--- src/hdl/mdp_pkg.sv ---
`timescale 1ns / 1ps
`default_nettype none

package mdp_pkg;

    localparam int BLOCK_BYTES  = 64;
    localparam int POS_W        = $clog2(BLOCK_BYTES);
    localparam int WORD_BYTES   = 8;
    localparam int WORD_W       = 8 * WORD_BYTES;
    localparam int ASSEMBLY_W   = WORD_W - 8;
    localparam int LENGTH_BYTES = 8;
    localparam int LEN_IDX_W    = $clog2(LENGTH_BYTES);

    localparam logic [7:0]       PAD_MARK  = 8'h80;
    localparam logic [POS_W-1:0] LEN_START = POS_W'(BLOCK_BYTES - LENGTH_BYTES);

    localparam logic LEN_ORDER_MD5    = 1'b0;
    localparam logic LEN_ORDER_SHA256 = 1'b1;

    typedef struct packed {
        logic                word_done;
        logic                block_end;
        logic [POS_W-1:0]    position_next;
        logic [WORD_W-1:0]   word;
    } pk_result_t;

endpackage

`default_nettype wire

--- src/hdl/mdp_packer.sv ---
`timescale 1ns / 1ps
`default_nettype none

module mdp_packer
(
    input  wire logic               clk,
    input  wire logic               rst_n,
    input  wire logic               push,
    input  wire logic               clear,
    input  wire logic [7:0]         push_byte,
    output mdp_pkg::pk_result_t     result
);
    import mdp_pkg::*;

    logic [POS_W-1:0]      position_reg;
    logic [POS_W-1:0]      position_next;
    logic [ASSEMBLY_W-1:0] assembly_reg;
    logic [ASSEMBLY_W-1:0] assembly_next;
    logic [POS_W-1:0]      position_inc;
    logic [WORD_W-1:0]     word;
    logic                  word_done;

    assign position_inc = position_reg + POS_W'(1);
    assign word         = {assembly_reg, push_byte};
    assign word_done    = (position_inc[LEN_IDX_W-1:0] == '0);

    assign result.word_done     = word_done;
    assign result.block_end     = (position_inc == '0);
    assign result.position_next = position_inc;
    assign result.word          = word;

    always_comb
    begin
        position_next = position_reg;
        assembly_next = assembly_reg;
        if (clear)
        begin
            position_next = '0;
            assembly_next = '0;
        end
        else if (push)
        begin
            position_next = position_inc;
            assembly_next = word_done ? '0 : word[ASSEMBLY_W-1:0];
        end
    end

    always_ff @(posedge clk or negedge rst_n)
    begin
        if (!rst_n)
        begin
            position_reg <= '0;
            assembly_reg <= '0;
        end
        else
        begin
            position_reg <= position_next;
            assembly_reg <= assembly_next;
        end
    end

endmodule

`default_nettype wire

--- src/hdl/md_hash_message_padder.sv ---
`timescale 1ns / 1ps
`default_nettype none

// Message padder for 64-byte-block hashes (MD5 / SHA-256). A byte-wide packer
// takes one byte per cycle, so message bytes stream at one transaction per
// cycle while the result register can accept. A transaction with message_end
// set starts padding: the packer then runs 0x80, the zero fill up to byte 56
// and the eight length bytes, one byte per cycle while the result register
// can accept, with in_ready low. length_order selects little-endian (0, MD5)
// or big-endian (1, SHA-256) length bytes; write it only while the block is
// idle.
module md_hash_message_padder
(
    input  wire logic        clk,
    input  wire logic        rst_n,
    input  wire logic        cfg_wr_en,
    input  wire logic        cfg_wr_data,
    input  wire logic        in_valid,
    output logic             in_ready,
    input  wire logic [7:0]  data_byte,
    input  wire logic        byte_present,
    input  wire logic        message_end,
    output logic             out_valid,
    input  wire logic        out_ready,
    output logic [63:0]      block_word,
    output logic             block_done,
    output logic             padding_done
);
    import mdp_pkg::*;

    typedef enum logic [3:0] {
        S_IDLE = 4'b0001,
        S_MARK = 4'b0010,
        S_ZERO = 4'b0100,
        S_LEN  = 4'b1000
    } state_t;

    state_t               state_reg;
    state_t               state_next;
    logic                 length_order_reg;
    logic [63:0]          bit_length_reg;
    logic [63:0]          bit_length_next;
    logic [LEN_IDX_W-1:0] len_idx_reg;
    logic [LEN_IDX_W-1:0] len_idx_next;
    logic                 out_valid_reg;
    logic                 out_valid_next;
    logic [WORD_W-1:0]    out_word_reg;
    logic                 out_block_reg;
    logic                 out_final_reg;

    logic                 slot_free;
    logic                 in_fire;
    logic                 push;
    logic                 clear;
    logic                 last_len;
    logic [7:0]           push_byte;
    logic [LEN_IDX_W-1:0] byte_sel;
    logic [7:0]           len_byte;
    pk_result_t           pk;

    mdp_packer u_packer
    (
        .clk       (clk),
        .rst_n     (rst_n),
        .push      (push),
        .clear     (clear),
        .push_byte (push_byte),
        .result    (pk)
    );

    assign slot_free = !out_valid_reg || out_ready;
    assign in_ready  = (state_reg == S_IDLE) && slot_free;
    assign in_fire   = in_valid && in_ready;

    assign byte_sel  = (length_order_reg == LEN_ORDER_SHA256) ? ~len_idx_reg : len_idx_reg;
    assign len_byte  = bit_length_reg[{byte_sel, 3'b000} +: 8];
    assign last_len  = (state_reg == S_LEN) && slot_free && (len_idx_reg == '1);
    assign clear     = last_len;

    always_comb
    begin
        state_next      = state_reg;
        bit_length_next = bit_length_reg;
        len_idx_next    = len_idx_reg;
        push            = 1'b0;
        push_byte       = 8'h00;
        unique case (state_reg)
            S_IDLE:
            begin
                push_byte = data_byte;
                if (in_fire)
                begin
                    push = byte_present;
                    if (byte_present)
                        bit_length_next = bit_length_reg + 64'd8;
                    if (message_end)
                        state_next = S_MARK;
                end
            end
            S_MARK:
            begin
                push_byte = PAD_MARK;
                push      = slot_free;
                if (slot_free)
                    state_next = (pk.position_next == LEN_START) ? S_LEN : S_ZERO;
            end
            S_ZERO:
            begin
                push = slot_free;
                if (slot_free && pk.position_next == LEN_START)
                    state_next = S_LEN;
            end
            S_LEN:
            begin
                push_byte = len_byte;
                push      = slot_free;
                if (slot_free)
                begin
                    len_idx_next = len_idx_reg + LEN_IDX_W'(1);
                    if (last_len)
                    begin
                        state_next      = S_IDLE;
                        bit_length_next = '0;
                    end
                end
            end
            default:
            begin
                state_next = S_IDLE;
            end
        endcase
    end

    always_comb
    begin
        out_valid_next = out_valid_reg;
        if (push && pk.word_done)
            out_valid_next = 1'b1;
        else if (out_ready)
            out_valid_next = 1'b0;
    end

    always_ff @(posedge clk or negedge rst_n)
    begin
        if (!rst_n)
        begin
            state_reg        <= S_IDLE;
            length_order_reg <= LEN_ORDER_MD5;
            bit_length_reg   <= '0;
            len_idx_reg      <= '0;
            out_valid_reg    <= 1'b0;
        end
        else
        begin
            state_reg      <= state_next;
            bit_length_reg <= bit_length_next;
            len_idx_reg    <= len_idx_next;
            out_valid_reg  <= out_valid_next;
            if (cfg_wr_en)
                length_order_reg <= cfg_wr_data;
        end
    end

    always_ff @(posedge clk)
    begin
        if (push && pk.word_done)
        begin
            out_word_reg  <= pk.word;
            out_block_reg <= pk.block_end;
            out_final_reg <= last_len;
        end
    end

    assign out_valid    = out_valid_reg;
    assign block_word   = out_word_reg;
    assign block_done   = out_block_reg;
    assign padding_done = out_final_reg;

    a_final_closes_block: assert property (@(posedge clk) disable iff (!rst_n)
        last_len |-> (push && pk.word_done && pk.block_end))
        else $error("final length byte does not close a block");

    a_len_index_at_start: assert property (@(posedge clk) disable iff (!rst_n)
        ($rose(state_reg == S_LEN)) |-> (len_idx_reg == '0))
        else $error("length sequence does not start at byte zero");

    a_idle_after_final: assert property (@(posedge clk) disable iff (!rst_n)
        last_len |=> (state_reg == S_IDLE && bit_length_reg == '0))
        else $error("state not cleared after padding");

    a_no_overwrite: assert property (@(posedge clk) disable iff (!rst_n)
        (push && pk.word_done) |-> slot_free)
        else $error("result register overwritten while held");

endmodule

`default_nettype wire
--- config.mk ---
export PLATFORM = sky130hd
export DESIGN_NAME = md_hash_message_padder
export DESIGN_NICKNAME = d
export VERILOG_FILES = /design/src/hdl/mdp_pkg.sv /design/src/hdl/mdp_packer.sv /design/src/hdl/md_hash_message_padder.sv
export SDC_FILE = /design/constraint.sdc
export NUM_CORES = 1
export LEC_CHECK = 0
export ABC_AREA = 0
export BUFFER_PORTS_ARGS = -buffer_cell sky130_fd_sc_hd__buf_4
export CORE_ASPECT_RATIO = 1.25
export CORE_UTILIZATION = 60
export CTS_CLUSTER_DIAMETER = 100
export DETAILED_ROUTE_END_ITERATION = 8
export PLACE_DENSITY = 0.8
export SYNTH_ARGS = -nofsm -noshare
export SYNTH_HDL_FRONTEND = slang
export SYNTH_SLANG_ARGS = --single-unit
--- constraint.sdc ---
create_clock -name clk -period 7.25 [get_ports clk]
set_input_delay 0.3625 -clock clk [delete_from_list [all_inputs] [get_ports clk]]
set_output_delay 0.3625 -clock clk [all_outputs]
set_load 0.02 [all_outputs]
* Yosys cells after proc, flatten, opt, wreduce, memory -nomap -nowiden
Index checks and enable logic that the tools add are counted.
** Word-level totals
- Input port bits :: 16
- Output and inout port bits :: 68
- Register bits after elaboration :: 201
- Word-level logic and storage cells :: 69
** Operators by class
- Mux-type cells :: 24
- Bitwise operators :: 1
- Equal/unequal tests :: 13
- Shifts and indexed selects :: 1
- $add $sub $neg :: 3
- Reduce and logical (&&, ||, !) cells :: 17
** Operators by type and width (count)
- two-way mux 64 bit :: 4
- two-way mux 56 bit :: 3
- case mux 64 bit (2 select lines) :: 1
- adder 64 x 4 -> 64 bit, second input constant :: 1
- indexed part select 64 x 7 -> 8 bit :: 1
- two-way mux 4 bit :: 7
- case mux 8 bit (3 select lines) :: 1
- case mux 4 bit (4 select lines) :: 1
- inequality test 2 bit, second input constant :: 7
- two-way mux 6 bit :: 2
- adder 6 x 1 -> 6 bit, second input constant :: 1
- equality test 6 bit, second input constant :: 1
- logical AND 1 bit :: 6
- logical NOT 6 bit :: 1
- AND reduction 6 bit :: 1
- nonzero test 2 bit :: 3
- AND reduction 5 bit :: 1
- equality test 4 x 1 -> 1 bit, second input constant :: 1
- equality test 4 x 2 -> 1 bit, second input constant :: 1
- equality test 4 x 3 -> 1 bit, second input constant :: 1
- equality test 4 bit, second input constant :: 1
- adder 3 x 1 -> 3 bit, second input constant :: 1
- equality test 3 bit, second input constant :: 1
- logical NOT 3 bit :: 1
- 8 further kinds :: 10

* Depth between registers and ports, before layout
Gate-level depths: netlist of run 1.
- Word-level depth :: 8
- Depth in mapped cells :: 9

* Modules after synthesis
From an unflattened synthesis of run 1, not the netlist that was laid out.
** Second synthesis, totals
- Cell total of the unflattened synthesis :: 757
- Area, all modules :: 8936.1 µm²
** Modules (own cells, without submodules)
- md_hash_message_padder :: cells an instance 582, area an instance 6491.2 µm², instances 1
- mdp_packer :: cells an instance 175, area an instance 2444.8 µm², instances 1

* Least setup slack after synthesis of run 1
OpenSTA, ideal clock, no wires.
- Path kind :: register to register
- Start point :: register state_reg[0]
- End point :: register out_block_reg, in the netlist block_done, enable pin
- Cell stages (with the launch flop) :: 9
- Arrival time :: 4650 ps
- Setup time :: 491 ps
- Path buffers :: 4
- Data required time :: 6759 ps
- Setup slack :: 2109 ps
- Cells stage by stage :: dfstp_2 > buf_4 > nor4b_4 > and4_1 > buf_2 > nor3_1 > buf_2 > clkbuf_1 > nor2_1
** On the way
- Longest elaborated chain between the ends :: 6
- Elaborated cells on any way between the ends :: 10
- Classes of those cells :: eq/ne: 4; mux: 2; reduce/logical: 4
** Ends and longest elaborated chain
- start: declaration :: line md_hash_message_padder.sv:38 : state_t state_reg;
- start signal: assignment :: line md_hash_message_padder.sv:155 : state_reg <= state_next;
- equality test 4 x 1 -> 1 bit :: line md_hash_message_padder.sv:72, md_hash_message_padder.sv:87
- logical AND 1 bit :: line md_hash_message_padder.sv:72 : assign in_ready = (state_reg == S_IDLE) && slot_free;
- logical AND 1 bit :: line md_hash_message_padder.sv:73 : assign in_fire = in_valid && in_ready;
- two-way mux 1 bit :: line md_hash_message_padder.sv:91 : if (in_fire)
- case mux 1 bit (2 select lines) * :: line md_hash_message_padder.sv:87 : unique case (state_reg)
- logical AND 1 bit * :: line md_hash_message_padder.sv:166 : if (push && pk.word_done)
- end signal: assignment :: line md_hash_message_padder.sv:169 : out_block_reg <= pk.block_end;
- end: declaration :: line md_hash_message_padder.sv:48 : logic out_block_reg;
Every way passes the cells marked *; elsewhere a longest branch is shown, timed or not.
A chain may end at the register's enable or synchronous reset.

* Final worst setup path of run 1
- Start point :: register len_idx_reg[2]
- End point :: register bit_length_reg[13]
** On the way
- Longest elaborated chain between the ends :: 4
** Ends and longest elaborated chain
- start: declaration :: line md_hash_message_padder.sv:43 : logic [LEN_IDX_W-1:0] len_idx_reg;
- start signal: assignment :: line md_hash_message_padder.sv:157 : len_idx_reg <= len_idx_next;
- equality test 3 bit :: line md_hash_message_padder.sv:77 : assign last_len = (state_reg == S_LEN) && slot_free && (len_idx_reg == '1);
- logical AND 1 bit :: line md_hash_message_padder.sv:77
- inequality test 2 bit (no line)
- AND reduction 5 bit (no line)
- end signal: assignment :: line md_hash_message_padder.sv:156 : bit_length_reg <= bit_length_next;
- end: declaration :: line md_hash_message_padder.sv:41 : logic [63:0] bit_length_reg;
No other way between the ends.

==> results of run 1 <==
-- kinds of logic after synthesis --
group	after synthesis	share of synthesized area, %
buf+inv	73	3.26
simple gates	253	15.8
mux	39	5.48
xor+xnor	17	1.57
flops	198	55.8
fa+ha+maj	5	0.661
compound gates	231	17.4
-- power groups by stage --
stage / registers, uW / clock network [uW] / logic, uW
6_report: 1540 / 997 / 361
5_1_grt: 1560 / 1060 / 397
4_1_cts: 1530 / 1010 / 364
3_5_place_dp: 1550 / 0 / 361
3_3_place_gp: 1540 / 0 / 343
2_1_floorplan: 1500 / 0 / 267
-- critical path, cell delays in order (launching register included) --
cell,delay (ns)
dfrtp_1,1.17
ha_1,0.32
nand3_1,0.66
inv_2,0.31
buf_4,0.61
o21ai_1,0.32
or4_1,0.45
a21oi_1,0.18
-- layout by cell type (no fill, tap or decap), types with 9 or more instances in the layout --
master	n
mux4_2	10
nand4_1	22
nor2b_1	9
o31ai_1	30
a22o_1	55
and2_1	12
nand3_1	29
nand2b_1	11
inv_1	9
mux2i_1	26
edfxtp_1	66
nor2_1	25
o21ai_0	30
clkbuf_16	17
nor3_1	11
o22ai_1	16
dfrtp_1	130
and4_1	11
xnor2_1	10
or4_1	28
buf_4	89
a21oi_1	46
or3_1	17
nand2_1	43
and3_1	11
-- how the worst max path moves through the flow --
| stage | slack [ns] | depth (start not counted) | endpoint |
|---|---|---|---|
| 5_1_grt | 2.84 | 8 | bit_length_reg[11] |
| 3_3_place_gp | 3.36 | 8 | bit_length_reg[13] |
| 6_report | 3.13 | 7 | bit_length_reg[13] |
| 3_5_place_dp | 3.14 | 8 | bit_length_reg[13] |
| 4_1_cts | 3.14 | 8 | bit_length_reg[13] |
| 2_1_floorplan | 2.11 | 8 | block_done |
-- cell type report --
| class | count | area (um2) |
|---|---|---|
| multi-input cells | 545 | 3890 |
| fillers | 1054 | 4720 |
| clock buffers | 17 | 425 |
| clock inverters | 15 | 213 |
| inverters | 10 | 37.5 |
| well taps | 212 | 265 |
| repair buffers | 89 | 668 |
| flip-flops and latches | 198 | 5290 |
-- metal layers --
layer / vias to the layer above / global-route usage (%) / part of all wire [%]
li1: 3292 / - / -
met1: 3673 / 36.7 / 39
met2: 394 / 48.2 / 50
met3: 81 / 4.98 / 6.2
met4: 0 / 14.9 / 4.2
met5: - / 0 / 0
-- through the flow --
stage | setup WS (ns) | instance area (um2)
6_report | 3.13 | 10800
5_1_grt | 2.84 | 10800
4_1_cts | 3.14 | 10800
3_5_place_dp | 3.14 | 10100
3_3_place_gp | 3.36 | 10100
2_1_floorplan | 2.11 | 9470
==> reports/metrics.yaml, run 1 <==
swShare_pct: 28.7
vias: 7440
reg2reg_depth: 7
area_growth_pct: 13.9
die_y_um: 142
final_core_util_pct: 69.6
path_clk_slew_ns: 0.08
pwr_density_cell_nw_per_um2: 268
slew_headroom_pct: 17.3
rsz0062_at_grt: "no"
totalWireLength_um: 22700
yosysTopAreaCell: "dfrtp_1"
cp.arrival_ns: 4.47
io_buffers: 83
p_int_uw: 2070
ys_ff_latch: 198
first_pass_iters: 6
synth_cell_types: 65
worstPathRequired_ns: 7.60
start_kind: "flip-flop"
die-area_um2: 16300
synth_edf_count: 66
cts_max_level: 4
drtIter0Drc: 923
synthArstFlopShare_pct: 66.7
gp_congestion: 0.972
grt_pass1_vias: 7066
yosysWarnings: 0
period_needed_ns: 4.12
cts_setup_buffers: 0
drc: 0
hp-class: "input pin to async pin"
ctsHoldBuffers: 0
via_per_inst: 6.85
dpl.cell_count: 1053
largest_reg_flops: 64
core.rowCount: 51
ant_nets: 0
syn_area_um2: 9470
coreArea_um2: 15500
switchingPower_uw: 830
hold_ws_ns: -0.0142
p_clk_share_pct: 34.4
nets: 882
worstSetupStartpoint: "len_idx_reg[2]"
failed_checks: "negative hold slack"
cp_max_fo: 65
clkSinkCount: 198
insertion_delay_ns: 0.44
syn_area_per_cell_um2: 11.6
seq_power_share_pct: 53.1
synthTopCellsByCount: "dfrtp_1 (131), edfxtp_1 (66), a22o_1 (55)"
r2r_start: "len_idx_reg[2]"
yosysMostFrequentCell: "dfrtp_1"
cts_root_buf: "clkbuf_16"
synth_flop_cell: "dfrtp_1"
cts_resized: 0
diodes: 0
fin_cells: 1086
post_drt_wl_per_cell_um: 20.9
clockBufferDepth: 2
finalHoldViolCount: 11
synth-seq-area-share_pct: 55.8
cts_buffers: 17
min_period_over_period_pct: 56.8
power_frac_comb_pct: 12.5
fin_setup_tns_ns: 0
finClkSkew_ns: 0.0135
power.total_uw: 2900
crit_type: "flip-flop to flip-flop"
p_leak_uw: 0.00420
track_usage_pct: 29.1
grt_max_degree: 74
yosysTopAreaCellShare_pct: 34.6
maxCapViolCount: 0
drive_above_1_share_pct: 17.2
finalSetupViolCount: 0
slew_violations: 0
io_pins: 84
rr_endpoint: "bit_length_reg[13]"
initial_core_util_pct: 61.1
max_freq_mhz: 243
synth_nets: 837
cts_tree: "built"
die_x_um: 114
overflow: 0
endpoint_kind: "flip-flop"
dp_hpwl_um: 15600
peakVddDrop_mv: 0.144
r2r_slack_ns: 3.13
grt_pass1_wl_um: 36300
syn-instance-count: 816
antenna_found_initial: 0
tightest_slew_ns: 1.24
synth.area.top_cells: "dfrtp_1 (35%), edfxtp_1 (21%), a22o_1 (5.1%)"
status: "finished, violations left"
Power figures use the tool's default switching activity.
==> run 2, diff against run 1 <==
- CORE_UTILIZATION: 60 -> 54
- PLACE_DENSITY: 0.8 -> 0.76
- clock period: 7.25 -> 3.4 ns (I/O delays scaled with it)
==> run 2 against run 1 <==
  * The flow now finishes without violations
  * Critical path type unchanged
  * Global-route usage fell by 1.8 points
  * Die area rose by 11%
  * Register-to-register slack got worse by 2.5 ns
  * Non-clock buffer count rose by 10
  * Cell area rose by 0.86%
  * Sequential share of layout area fell by 0.42 points
  * Sequential power rose by 110%
  * Sequential cell count did not move
  * Largest cell class unchanged
==> reports/metrics.yaml, run 2 (same netlist as run 1, synthesis figures left out) <==
grt.busiest_layer: "met2"
overflow: 0  # unchanged
insertion_delay_ns: 0.44  # about the same
crit_chain: "nor4b_4, nand3_1, buf_4, a2111o_1, or4_1, a21oi_1"
crit_type: "flip-flop to flip-flop"
worstPathRequired_ns: 3.76  # -3.84 ns
track_usage_pct: 27.3  # -1.8 points
finalSetupViolCount: 0  # unchanged
clockBufferDepth: 2  # unchanged
drive_above_1_share_pct: 17.8  # +0.60 points
area_growth_pct: 14.9
grt_pass1_wl_um: 37900  # +4.4%
cp_max_fo: 21  # -68%
grt_max_degree: 85  # +15%
final_common_cell: "dfrtp_1"
cp_slowest_cell: "a2111o_1"
p_clk_share_pct: 33.2  # -1.2 points
setup_ws_ns: 0.583  # -2.55 ns
cts_buffers: 17  # unchanged
grt_pass1_vias: 7078  # +0.17%
critical-path-max-stage-delay_ns: 0.57  # -0.60 ns
start_kind: "flip-flop"
peakVddDrop_mv: 0.359  # +150%
power_frac_comb_pct: 13.0  # +0.5 points
period_needed_ns: 2.82  # -1.30 ns
grt_use_met2_pct: 45.9  # -2.3 points
gp_congestion: 0.957  # -1.5%
io_pins: 84  # unchanged
filler_cell_count: 1296  # +23%
drtIter0Drc: 892  # -3.4%
crit_buf_inv: 1  # -1
maxCapViolCount: 0  # unchanged
finClkSkew_ns: 0.0141  # +0.000623 ns
nets: 892  # +1.1%
status: "complete, no violations"
slew_violations: 0  # unchanged
pwr_density_cell_nw_per_um2: 559  # +110%
seq_power_share_pct: 53.8  # +0.7 points
cts_setup_buffers: 0  # unchanged
first_pass_iters: 5  # -1
core.rowCount: 53  # +3.9%
cts_max_level: 4  # unchanged
cts_tree: "built"
largest_reg_flops: 64  # unchanged
die-area_um2: 18100  # +11%
tightest_slew_ns: 0.676  # -0.564 ns
clkSinkCount: 198  # unchanged
path_clk_slew_ns: 0.08  # about the same
cp.arrival_ns: 3.18  # -1.29 ns
initial_core_util_pct: 55.8  # -5.3 points
dp_hpwl_um: 16200  # +3.9%
rsz0062_at_grt: "no"
die_y_um: 150  # +5.3%
p_int_uw: 4320  # +110%
cts_root_buf: "clkbuf_16"
slew_headroom_pct: 54.9  # +38 points
switchingPower_uw: 1760  # +110%
ant_nets: 0  # unchanged
preCtsSetupSlack_ns: 0.650  # -2.49 ns
totalWireLength_um: 23700  # +4.1%
coreArea_um2: 17000  # +9.5%
post_drt_wl_per_cell_um: 21.4  # +2.4%
mostFrequentLayoutCells: "dfrtp_1 (130), buf_4 (93), edfxtp_1 (66)"
use_met1_pct: 34.4  # -2.3 points
hold_ws_ns: 0.0456  # +0.0599 ns
max_freq_mhz: 355  # +46%
min_period_over_period_pct: 82.9  # +26 points
place_area_um2: 10300  # +1.1%
diodes: 0  # unchanged
antenna_found_initial: 0  # unchanged
endpoint_kind: "flip-flop"
io_buffers: 83  # unchanged
drc: 0  # unchanged
vias: 7385  # -0.74%
die_x_um: 120  # +5.3%
p_leak_uw: 0.00423  # +0.88%
fin_setup_tns_ns: 0  # unchanged
finalHoldViolCount: 0  # -11
via_per_inst: 6.69  # -2.4%
hp-class: "input pin to flip-flop"
crit_family: "simple AND/OR/NAND/NOR gates"
final_area_um2: 10900  # +0.86%
power.total_uw: 6080  # +110%
swShare_pct: 29.0  # +0.32 points
grt_use_met3_pct: 4.92  # -0.067 points
## run 2: path summary, 6_finish.rpt
check,start,slack [ns],to,cells past startpoint
setup / recovery,state_reg[1],0.58,bit_length_reg[32],6
hold / removal,message_end,0.05,state_reg[1],3
setup reg to reg,state_reg[1],0.58,bit_length_reg[32],6
hold reg to reg,u_packer.assembly_reg[50],0.45,block_word[58],0
max in group asynchronous,rst_n,2.20,bit_length_reg[57],3
min in group asynchronous,rst_n,0.30,u_packer.assembly_reg[53],2
## run 2: stage by stage
stage / instances / util, %
after floorplan: 816 / -
after global placement: 1069 / 60.4
after detailed placement: 1069 / 60.4
after CTS: 1104 / 64.1
after global routing: 1104 / 64.1
final: 1104 / 64.1
## run 2: final cells by class
cell class	count	area [um2]	share of cell area, %
Multi-Input combinational cell	545	3890	35.8
Timing Repair Buffer	99	788	7.24
Tap cell	220	275	2.53
Clock inverter	15	175	1.61
Inverter	10	37.5	0.345
Clock buffer	17	425	3.91
Sequential cell	198	5290	48.6
## run 2: layer usage
| metal | share of wire [%] | wire, um |
|---|---|---|
| met5 | 0 | 0 |
| met4 | 3.8 | 906 |
| met3 | 6.2 | 1460 |
| met2 | 50 | 11900 |
| met1 | 40 | 9430 |
## run 2: power groups by stage
| stage | Sequential [uW] | Clock (uW) | Combinational, uW |
|---|---|---|---|
| global placement | 3280 | 0 | 739 |
| CTS | 3270 | 2040 | 795 |
| floorplan | 3200 | 0 | 571 |
| detailed placement | 3310 | 0 | 776 |
| finish | 3280 | 2020 | 789 |
| global route | 3320 | 2150 | 871 |
## run 2: what timing repair did
| item | 4_1_cts | 5_1_grt |
|---|---|---|
| endpoints found under the hold margin | 48 | 0 |
| hold buffers | 3 | 0 |
| resized for setup | 0 | 0 |
## run 2: worst min-delay path, stage by stage
cell and delay [ns]:
buf_4 0.11, nand4_1 0.08, a21oi_1 0.08
==> run 3, diff against run 2 <==
- CORE_UTILIZATION: 54 -> 60
- PLACE_DENSITY: 0.76 -> 0.8
- clock period: 3.4 -> 2.8 ns (I/O delays scaled with it)
==> run 3 against run 2 <==
  * Clock skew decreased by 0.0027 ns
  * Core utilization increased by 6.9 points
  * Global-route usage up 3.6 points
  * Wire length up 1.7%
  * Die area down 9.9%
  * Critical path type unchanged
==> reports/metrics.yaml, run 3 (same netlist as run 1, synthesis figures left out) <==
initial_core_util_pct: 61.1  # +5.3 points
cp_slowest_cell: "a2111o_1"
cts_root_buf: "clkbuf_16"
filler_cell_count: 1062  # -18%
coreArea_um2: 15500  # -8.7%
io_buffers: 83  # unchanged
final_common_cell: "dfrtp_1"
hold_ws_ns: 0.0300  # -0.0157 ns
endpoint_kind: "flip-flop"
vias: 7615  # +3.1%
drtIter0Drc: 853  # -4.4%
grt.busiest_layer: "met2"
antenna_found_initial: 0  # unchanged
pwr_density_cell_nw_per_um2: 678  # +21%
nets: 905  # +1.5%
hp-class: "input pin to flip-flop"
die_x_um: 114  # -5.0%
dp_hpwl_um: 16200  # about the same
cts_tree: "built"
crit_type: "flip-flop to flip-flop"
maxCapViolCount: 0  # unchanged
slew_violations: 0  # unchanged
drive_above_1_share_pct: 18.8  # +1.1 points
ant_nets: 0  # unchanged
critical-path-max-stage-delay_ns: 0.65  # +0.08 ns
track_usage_pct: 30.9  # +3.6 points
mostFrequentLayoutCells: "dfrtp_1 (130), buf_4 (104), edfxtp_1 (66)"
io_pins: 84  # unchanged
via_per_inst: 6.87  # +2.6%
area_growth_pct: 16.3
finClkSkew_ns: 0.0115  # -0.00266 ns
finalSetupViolCount: 0  # unchanged
clkSinkCount: 198  # unchanged
cts_max_level: 4  # unchanged
post_drt_wl_per_cell_um: 21.7  # +1.2%
finalHoldViolCount: 0  # unchanged
grt_use_met2_pct: 50.7  # +4.7 points
first_pass_iters: 7  # +2
path_clk_slew_ns: 0.08  # about the same
peakVddDrop_mv: 0.418  # +17%
period_needed_ns: 2.62  # -0.195 ns
overflow: 0  # unchanged
p_leak_uw: 0.00431  # +1.8%
gp_congestion: 1.01  # +5.8%
core.rowCount: 51  # -3.8%
cts_buffers: 17  # unchanged
crit_chain: "nor4b_4, nand4_4, a2111o_1, or4_1, a21oi_1"
status: "complete, no violations"
largest_reg_flops: 64  # unchanged
insertion_delay_ns: 0.45  # about the same
worstPathRequired_ns: 3.17  # -0.59 ns
slew_headroom_pct: 52.2  # -2.7 points
diodes: 0  # unchanged
max_freq_mhz: 381  # +7.4%
grt_pass1_wl_um: 38100  # +0.47%
grt_pass1_vias: 7273  # +2.8%
start_kind: "flip-flop"
grt_use_met3_pct: 5.83  # +0.92 points
die_y_um: 142  # -5.1%
die-area_um2: 16300  # -9.9%
crit_buf_inv: 0  # -1
cts_setup_buffers: 0  # unchanged
clockBufferDepth: 2  # unchanged
cp.arrival_ns: 2.99  # -0.19 ns
final_core_util_pct: 71.0  # +6.9 points
use_met1_pct: 38.9  # +4.5 points
grt_max_degree: 69  # -19%
cp_max_fo: 15  # -29%
drc: 0  # unchanged
tightest_slew_ns: 0.715  # +0.0389 ns
min_period_over_period_pct: 93.6  # +11 points
totalWireLength_um: 24100  # +1.7%
rsz0062_at_grt: "no"
crit_family: "simple AND/OR/NAND/NOR gates"
==> run 3: power by group <==
| part | internal [uW] | switching (uW) |
|---|---|---|
| Clock | 1230 | 1270 |
| Sequential | 3550 | 428 |
| Combinational | 492 | 494 |
| Total | 5280 | 2190 |
==> run 3: final timing paths <==
| kind | endpoint | start | slack (ns) | cells after the start |
|---|---|---|---|---|
| max | bit_length_reg[32] | state_reg[0] | 0.18 | 5 |
| min | block_word[1] | data_byte[1] | 0.03 | 3 |
| max reg2reg | bit_length_reg[32] | state_reg[0] | 0.18 | 5 |
| min reg2reg | block_word[56] | u_packer.assembly_reg[48] | 0.46 | 0 |
| max in group asynchronous | bit_length_reg[48] | rst_n | 1.81 | 3 |
| min in group asynchronous | u_packer.position_reg[1] | rst_n | 0.13 | 2 |
==> run 3: area by class of cell <==
type,instances,area [um2],area share (%)
tap,212,265,2.41
sequential,198,5290,48.0
clock inverter,15,200,1.82
inverter,10,40.0,0.364
clock buffer,17,425,3.86
multi-input combinational,545,3910,35.5
timing repair buffer,112,891,8.09
==> run 3: worst register-to-register path, cell delays in order, from the launching register on <==
cell      delay, ns
dfstp_2        0.63
nor4b_4        0.34
nand4_4        0.25
a2111o_1       0.65
or4_1          0.52
a21oi_1        0.15
==> run 3: metrics by stage <==
stage / power (uW) / area [um2] / TNS (ns) / std cells / worst slack, ns
6_report: 7470 / 11000 / 0 / 1109 / 0.178
3_5_place_dp: 4980 / 10300 / 0 / 1072 / 0.152
5_1_grt: 7770 / 11000 / 0 / 1109 / 0.0185
4_1_cts: 7490 / 11000 / 0 / 1109 / 0.0864
3_3_place_gp: 4880 / 10300 / 0 / 1072 / 0.262
2_1_floorplan: 4590 / 9520 / -23.92 / 816 / -0.362
==> run 3: routing by layer <==
metal / up-vias / part of all wire, %
met5: - / 0
met4: 0 / 5.1
met3: 117 / 7.2
met2: 454 / 49
met1: 3711 / 38
li1: 3333 / -
==> run 3: repair_timing <==
action / 4_1_cts / 5_1_grt
gates resized for setup: 0 / 3
hold buffers: 5 / 0
endpoints found under the hold margin: 91 / 0
endpoints found under the setup margin: 0 / 23
